$ cat src/rtl/m32k_pkg.sv
`timescale 1ns / 1ps
`default_nettype none
// ----------------------------------------------------------------------------
// m32k_pkg
// Shared constants, stage map and helpers for the Matern 3/2 kernel pipeline.
// ----------------------------------------------------------------------------
package m32k_pkg;

   localparam int Dim     = 3;
   localparam int NPair   = 6;
   localparam int SqrtLat = 34;   // one root bit per stage
   localparam int ExpLat  = 42;   // 21 factor steps, two stages each
   localparam int DivLat  = 63;   // range check plus 62 quotient bits

   // stage index of the register that holds each quantity
   localparam int StMag  = 1;
   localparam int StSq   = 2;
   localparam int StSum  = 3;
   localparam int StR    = StSum + SqrtLat;      // 37
   localparam int StAr   = StR + 1;
   localparam int StT    = StR + 2;
   localparam int StN    = StR + 3;
   localparam int StExp  = StT + ExpLat;         // 81
   localparam int StE    = StExp + 1;
   localparam int StKern = StE + 1;
   localparam int StBe   = StE + 2;
   localparam int StGp   = StBe + 1;
   localparam int StGrad = StBe + 2;
   localparam int StQ    = StN + DivLat;         // 103
   localparam int StBr   = StQ + 1;
   localparam int StHp   = StQ + 2;
   localparam int StHs   = StQ + 3;
   localparam int StOut  = StQ + 4;              // 107

   localparam logic [21:0] TCap = 22'h20_0000;   // 32.0 in Q16.16

   localparam int PairK [NPair] = '{0, 1, 2, 0, 0, 1};
   localparam int PairL [NPair] = '{0, 1, 2, 1, 2, 2};

   // exp(-2^(k-16)) in Q0.62, by repeated rounded squaring of exp(-2^-16)
   function automatic logic [61:0] exp_factor(input int k);
      logic [123:0] sq;
      logic [62:0]  f0;
      logic [61:0]  f;
      f0 = (63'd1 << 62) - (63'd1 << 46) + (63'd1 << 29) - 63'd2731;
      f  = f0[61:0];
      for (int i = 0; i < k; i++) begin
         sq = 124'(f) * 124'(f);
         sq = sq + (124'd1 << 61);
         f  = sq[123:62];
      end
      return f;
   endfunction

   // saturate a magnitude with sign to signed Q16.16
   function automatic logic [31:0] sat_q16(input logic [79:0] mag, input logic neg);
      logic [31:0] res;
      if (neg) begin
         if (mag >= 80'h8000_0000) res = 32'h8000_0000;
         else                      res = 32'd0 - mag[31:0];
      end else begin
         if (mag > 80'h7FFF_FFFF)  res = 32'h7FFF_FFFF;
         else                      res = mag[31:0];
      end
      return res;
   endfunction

endpackage
`default_nettype wire

$ cat src/rtl/m32k_sqrt.sv
`timescale 1ns / 1ps
`default_nettype none
// ----------------------------------------------------------------------------
// m32k_sqrt
// Pipelined floor square root, one result bit per stage.
// ----------------------------------------------------------------------------
module m32k_sqrt import m32k_pkg::*; (
   input  wire logic        clock,
   input  wire logic        adv,
   input  wire logic [65:0] sum_in,
   output logic      [33:0] root_out
);

   logic [67:0] val_ff  [SqrtLat];
   logic [35:0] rem_ff  [SqrtLat];
   logic [33:0] root_ff [SqrtLat];

   for (genvar g = 0; g < SqrtLat; g++) begin : g_stage
      localparam int P = SqrtLat - 1 - g;
      logic [67:0] val_src;
      logic [35:0] rem_src;
      logic [33:0] root_src;
      logic [37:0] rem_sh;
      logic [37:0] trial;

      if (g == 0) begin : g_first
         assign val_src  = 68'(sum_in);
         assign rem_src  = '0;
         assign root_src = '0;
      end else begin : g_next
         assign val_src  = val_ff[g-1];
         assign rem_src  = rem_ff[g-1];
         assign root_src = root_ff[g-1];
      end

      assign rem_sh = {rem_src, val_src[2*P+1 -: 2]};
      assign trial  = {2'b00, root_src, 2'b01};

      always_ff @(posedge clock) begin
         if (adv) begin
            val_ff[g] <= val_src;
            if (rem_sh >= trial) begin
               rem_ff[g]  <= 36'(rem_sh - trial);
               root_ff[g] <= {root_src[32:0], 1'b1};
            end else begin
               rem_ff[g]  <= rem_sh[35:0];
               root_ff[g] <= {root_src[32:0], 1'b0};
            end
         end
      end
   end

   assign root_out = root_ff[SqrtLat-1];

endmodule
`default_nettype wire

$ cat config.mk
export PLATFORM = sky130hd
export DESIGN_NAME = m32k_sqrt
export DESIGN_NICKNAME = d
export VERILOG_FILES = /design/src/rtl/m32k_pkg.sv /design/src/rtl/m32k_sqrt.sv
export SDC_FILE = /design/constraint.sdc
export NUM_CORES = 2
export LEC_CHECK = 0
export ABC_AREA = 0
export ABC_CLOCK_PERIOD_IN_PS = 4000
export BUFFER_PORTS_ARGS = -buffer_cell sky130_fd_sc_hd__buf_2
export CORE_MARGIN = 2
export CORE_UTILIZATION = 58
export CTS_CLUSTER_SIZE = 25
export DETAILED_ROUTE_END_ITERATION = 12
export GPL_ROUTABILITY_DRIVEN = 0
export MAX_ROUTING_LAYER = met4
export PLACE_DENSITY = 0.77
export SLEW_MARGIN = 10
export SYNTH_ARGS = -nofsm -noshare
export SYNTH_HDL_FRONTEND = slang
export SYNTH_MEMORY_MAX_BITS = 65536
export SYNTH_SLANG_ARGS = --single-unit
$ cat constraint.sdc
create_clock -name clock -period 4 [get_ports clock]
set_clock_uncertainty 0.1 [all_clocks]
set_input_delay 0.4 -clock clock [delete_from_list [all_inputs] [get_ports clock]]
set_output_delay 0.4 -clock clock [all_outputs]
set_load 0.05 [all_outputs]
# After elaboration in Yosys (flattened, before gate mapping)
# Memories as Yosys holds them, arrays and structs flattened.
# Cells that the tools add are included.
# totals
memories,3
ff_bits,0
mem_bits_rw,4692
word_cells,401
# op_classes
order_cmp,33
bitwise_logic,66
n_addsub,33
n_mux,266
# mem_list
name,words,width,rd,rd_clocked_by_memory_dff,write_ports,line_no,rtl
val_ff,34,68,33,0,34,m32k_sqrt.sv:14,logic [67:0] val_ff [SqrtLat];
rem_ff,34,36,33,0,34,m32k_sqrt.sv:15,logic [35:0] rem_ff [SqrtLat];
root_ff,34,34,34,0,34,m32k_sqrt.sv:16,logic [33:0] root_ff [SqrtLat];
# op_table
operator,n
$ge 38x36->1,33
$mux 36,33
$sub 36x36->36,33
$mux 34,33
$mux 1,200
$or 1x1->1,66

# Longest topological paths before layout
# An unclocked memory read counts as a cell.
# logic_depth
word_depth,6
ltp_mapped,14

# Least setup slack after synthesis
# OpenSTA, ideal clock, no wires.
# synth_path
kind,input to register
startpoint,input port adv
endpoint,"memory rem_ff[32][0], in the netlist rem_ff[16][0] (enable)"
path_slack_ps,182
n_path_buf,5
stages,5
setup_time_ps,448
arrival_time_ps,3270
path_cell_list,clkbuf_1 > clkbuf_1 > clkbuf_1 > clkbuf_1 > clkbuf_1
# synth_lines
element,line_no,rtl
start: declaration,m32k_sqrt.sv:9,"input wire logic adv,"
end: declaration,m32k_sqrt.sv:15,

==> results <==
- The clock tree from TritonCTS is done.
- Detailed routing placed a total of between 10000 and 15000 um of wire on met3.
- The H-tree level count is 5.
- The register bit count reported by yosys is 2780.
- The top routing layer in use is met4.
- The critical path is of the reg2reg type.
- For this run, design rule violations remaining after detail routing come to 0.
- The post-route netlist has 7.61% of its cells at a drive strength greater than 1.
- The per-instance average area after synthesis is approximately 13 um2.
- The synthesized netlist net count is between 10000 and 15000.
- The total number of vias is roughly 81000.
- Counting flops with a built-in enable in the synthesized netlist gives 2779.
- Clock-pin slew was measured on the worst setup and hold paths at about 0.060 ns.
- The routed design has about 270000 um of wire.
- The number of detailed-routing iterations run before antenna repair is 8.
- The synthesized instance count is 10100.
- The detailed-placement wirelength estimate is approximately 180000 um.
- For this run, the leading register cell type out of synthesis is edfxtp_1.
- The flow ran to the end, and the final reports show no timing, DRC or antenna violations.
- The fraction of the cycle the final worst path needs is 96.9%.
- The horizontal die dimension is ~480 um.
- IR analysis of the VDD net gives a maximum drop of 0.000499 V.
- In this run, flip-flops and latches consume 47.9% of the power.
- The critical path endpoint category is a register.
- The root cell of the clock tree is clkbuf_16.
- The largest buffer count on any clock path is 4.
- The final net count is 11100.
- The number of clock sinks seen by CTS is 2780.
- The switching part of the total is between 20% and 30%.
- The top cell types in the final layout, fill and taps aside, are edfxtp_1, nand2_1, inv_1.
- From synthesis to final layout, the design area changed by 11.5%.
- Setup repair after global routing left no endpoint under its margin.
- The power spent charging and discharging nets is approximately 23 mW.
- The netlist uses 94 different library cells.
- The global-route wire length before repair is 420000 um.
- After detailed routing, the wire length on met1 is 105000 um.
- Once placement finished, the instance area stood at about 0.13 mm2.
- Setup violations remaining at the end of the flow were counted as 0.
- Setup total negative slack on the finished layout was measured at 0 ns.
- After synthesis the cells add up to approximately 0.13 mm2.
- The design draws 81.4 mW.
- Using the TritonRoute via totals, the vias-per-cell ratio works out to between 5 and 6.
- The number of rows created at floorplan is 173.
- The initial utilization of the core area, before any placement, comes to approximately three fifths.
- The maximum frequency from static timing analysis is 0.258 GHz.
- For the worst setup path, the data arrival time is 4.40 ns.
- Detailed routing placed a total of 132000 um of wire on met2.
- Of all nets on the critical path, the largest fanout is 64.
- The number of nets with antenna violations after detailed routing is 0.
- The count of pins over their slew limit is 0.
- After synthesis, the share of flip-flops with an asynchronous set or reset is 0%.
- STA puts the critical path data required time at 4.53 ns.
- The number of buffers inserted by post-CTS setup repair is 0.
- After detailed routing, the average wire length per cell comes to approximately 20 um.
- In this run the vertical extent of the chip is 476 um.
- The number of global-route vias before repair was between 70000 and 80000.
- The aggregate global-route resource usage is 23.9%.
- Of the total power, the clock network draws 32.6%.
- The clock network latency to the later pin of the worst-skew pair is 0.95 ns.
- The number of filler instances in the final layout is approximately 16000.
- The total area inside the core boundary comes to approximately 0.22 mm2.
- After routing the design area is 0.144 mm2.
- The transition time at the pin with the least slew margin is 1.09 ns.
- The port buffer count is 100.
- The internal power of the cells is slightly below 60 mW.
- The power per cell area is 564 mW/mm2.
- Clock tree synthesis inserted a total of roughly 300 buffers.
- The number of DRC markers after the initial detailed-route iteration is 8145.
- Combinational logic burns between 10% and 20% of the power.
- The total I/O pin count is between 100 and 150.
- The most common cell after layout, fill and taps aside is edfxtp_1.
- The minimum clock period is between 3 and 4 ns.
- The remaining global-route overflow is 0.
- The hold violation count in the final report is 0.
- The die covers 0.227 mm2.
- The largest net degree at the start of global routing is 170.
- The count of synthesis-stage warnings from yosys is 0.
- The startpoint class of the critical path is a register.
- The number of antenna violations at the first check in global routing is 1.
- The static leakage is 54.6 nW.
- The number of max-cap violations is 0.
- The class of the tightest hold or removal check is in2reg.
- Measured against its own limit, the worst slew margin works out to 27.1%.
- The sequential-to-total area share from yosys stat is around 65%.
-- per-layer routing --
metal  GRT usage [%]  vias up
met2            40.0     3004
met5               -        -
met4            10.9        0
met1            29.1    38900
met3            3.14      919
li1                -    38000
-- timing repair --
action                                 CTS  global route
endpoints found under the hold margin  112             0
hold buffers                            72             0
setup endpoints to repair                0            45
gates resized for setup                  0            10
-- synthesized netlist by cell type (25+ instances only) --
master / number / area share, %
edfxtp_1: 2779 / 65
nand2_1: 779 / 2.3
inv_1: 746 / 2.2
o21ai_0: 608 / 2.4
ha_1: 597 / 5.8
nor2_1: 559 / 1.6
a21oi_1: 540 / 2.1
xor2_1: 492 / 3.3
xnor2_1: 436 / 3.0
nor3_1: 261 / 1.0
clkbuf_1: 221 / 0.64
a21o_1: 218 / 1.3
nand3_1: 176 / 0.68
nor4_1: 146 / 0.71
nand2b_1: 129 / 0.62
or3_1: 128 / 0.62
nand4_1: 108 / 0.52
o21a_1: 103 / 0.60
nor2b_1: 75 / 0.36
and2_1: 64 / 0.31
o31ai_1: 59 / 0.34
a31oi_1: 57 / 0.28
o21bai_1: 57 / 0.33
or2_2: 56 / 0.27
and3_1: 55 / 0.27
or4_1: 50 / 0.29
a211oi_1: 48 / 0.28
mux2_2: 37 / 0.32
nor4b_1: 29 / 0.20
nand3b_1: 27 / 0.16
o211ai_1: 25 / 0.15
-- state kept, by name, indices dropped and copies added (netlist names) --
signal	count
rem_ff	1097
root_ff	561
val_ff	1122
-- critical path: stages (launching register included) --
cell	delay [ns]
edfxtp_1	0.39
ha_1	0.36
nor2b_1	0.23
o31a_1	0.28
o22ai_1	0.16
o21ai_0	0.54
a41oi_1	0.28
o31ai_1	0.28
buf_4	0.19
a21boi_4	0.06
buf_12	0.20
o41ai_1	0.52
-- logic make-up (layout without fill, tap and decap cells) --
| group | count (synthesis) | count (layout) | synth area share (%) |
|---|---|---|---|
| XOR/XNOR | 928 | 928 | 6.29 |
| flip-flops | 2780 | 2780 | 64.6 |
| other | 1 | 3 | 0.00290 |
| adder cells (fa/ha/maj) | 597 | 597 | 5.78 |
| AO/OA/AOI/OAI | 1967 | 1969 | 9.41 |
| multiplexers | 57 | 57 | 0.477 |
| buffers and inverters | 991 | 1589 | 2.90 |
| AND/OR/NAND/NOR | 2735 | 2735 | 10.6 |
-- layout make-up --
| class | instances | area [um2] | area share [%] |
|---|---|---|---|
| Antenna cell | 2 | 5.00 | 0.00347 |
| Multi-Input combinational cell | 6287 | 42200 | 29.3 |
| Clock buffer | 355 | 7780 | 5.40 |
| Inverter | 748 | 2810 | 1.95 |
| Sequential cell | 2780 | 83500 | 57.9 |
| Timing Repair Buffer | 327 | 2630 | 1.82 |
| Clock inverter | 159 | 1530 | 1.06 |
| Tap cell | 2975 | 3720 | 2.58 |
-- power by group through the flow --
stage	sequential (mW)	combinational [mW]	clock [mW]
6_report	39.0	15.9	26.5
5_1_grt	39.3	17.5	28.2
4_1_cts	38.9	15.6	27.0
3_5_place_dp	39.5	15.4	0
3_3_place_gp	39.4	14.8	0
2_1_floorplan	38.5	11.6	0
-- final timing paths --
path             startpoint              to  slack [ns]  cells after the start
min              sum_in[29]   val_ff[0][29]        0.07                      2
min reg2reg   val_ff[9][29]  val_ff[10][29]        0.27                      0
max          rem_ff[15][36]  rem_ff[16][23]        0.12                     11
max reg2reg  rem_ff[15][36]  rem_ff[16][23]        0.12                     11
-- per-stage QoR --
stage	cells	worst slack [ns]	utilization, %	hold WS [ns]
finish	13600	0.124	65.0	0.0654
global route	13600	0.00205	65.0	0.0113
CTS	13600	0.0577	64.9	0.0000712
detailed placement	13000	0.0992	60.4	0.305
global placement	13000	0.152	60.4	0.300
floorplan	10100	0.182	-	0.300
Power figures use the tool's default switching activity.
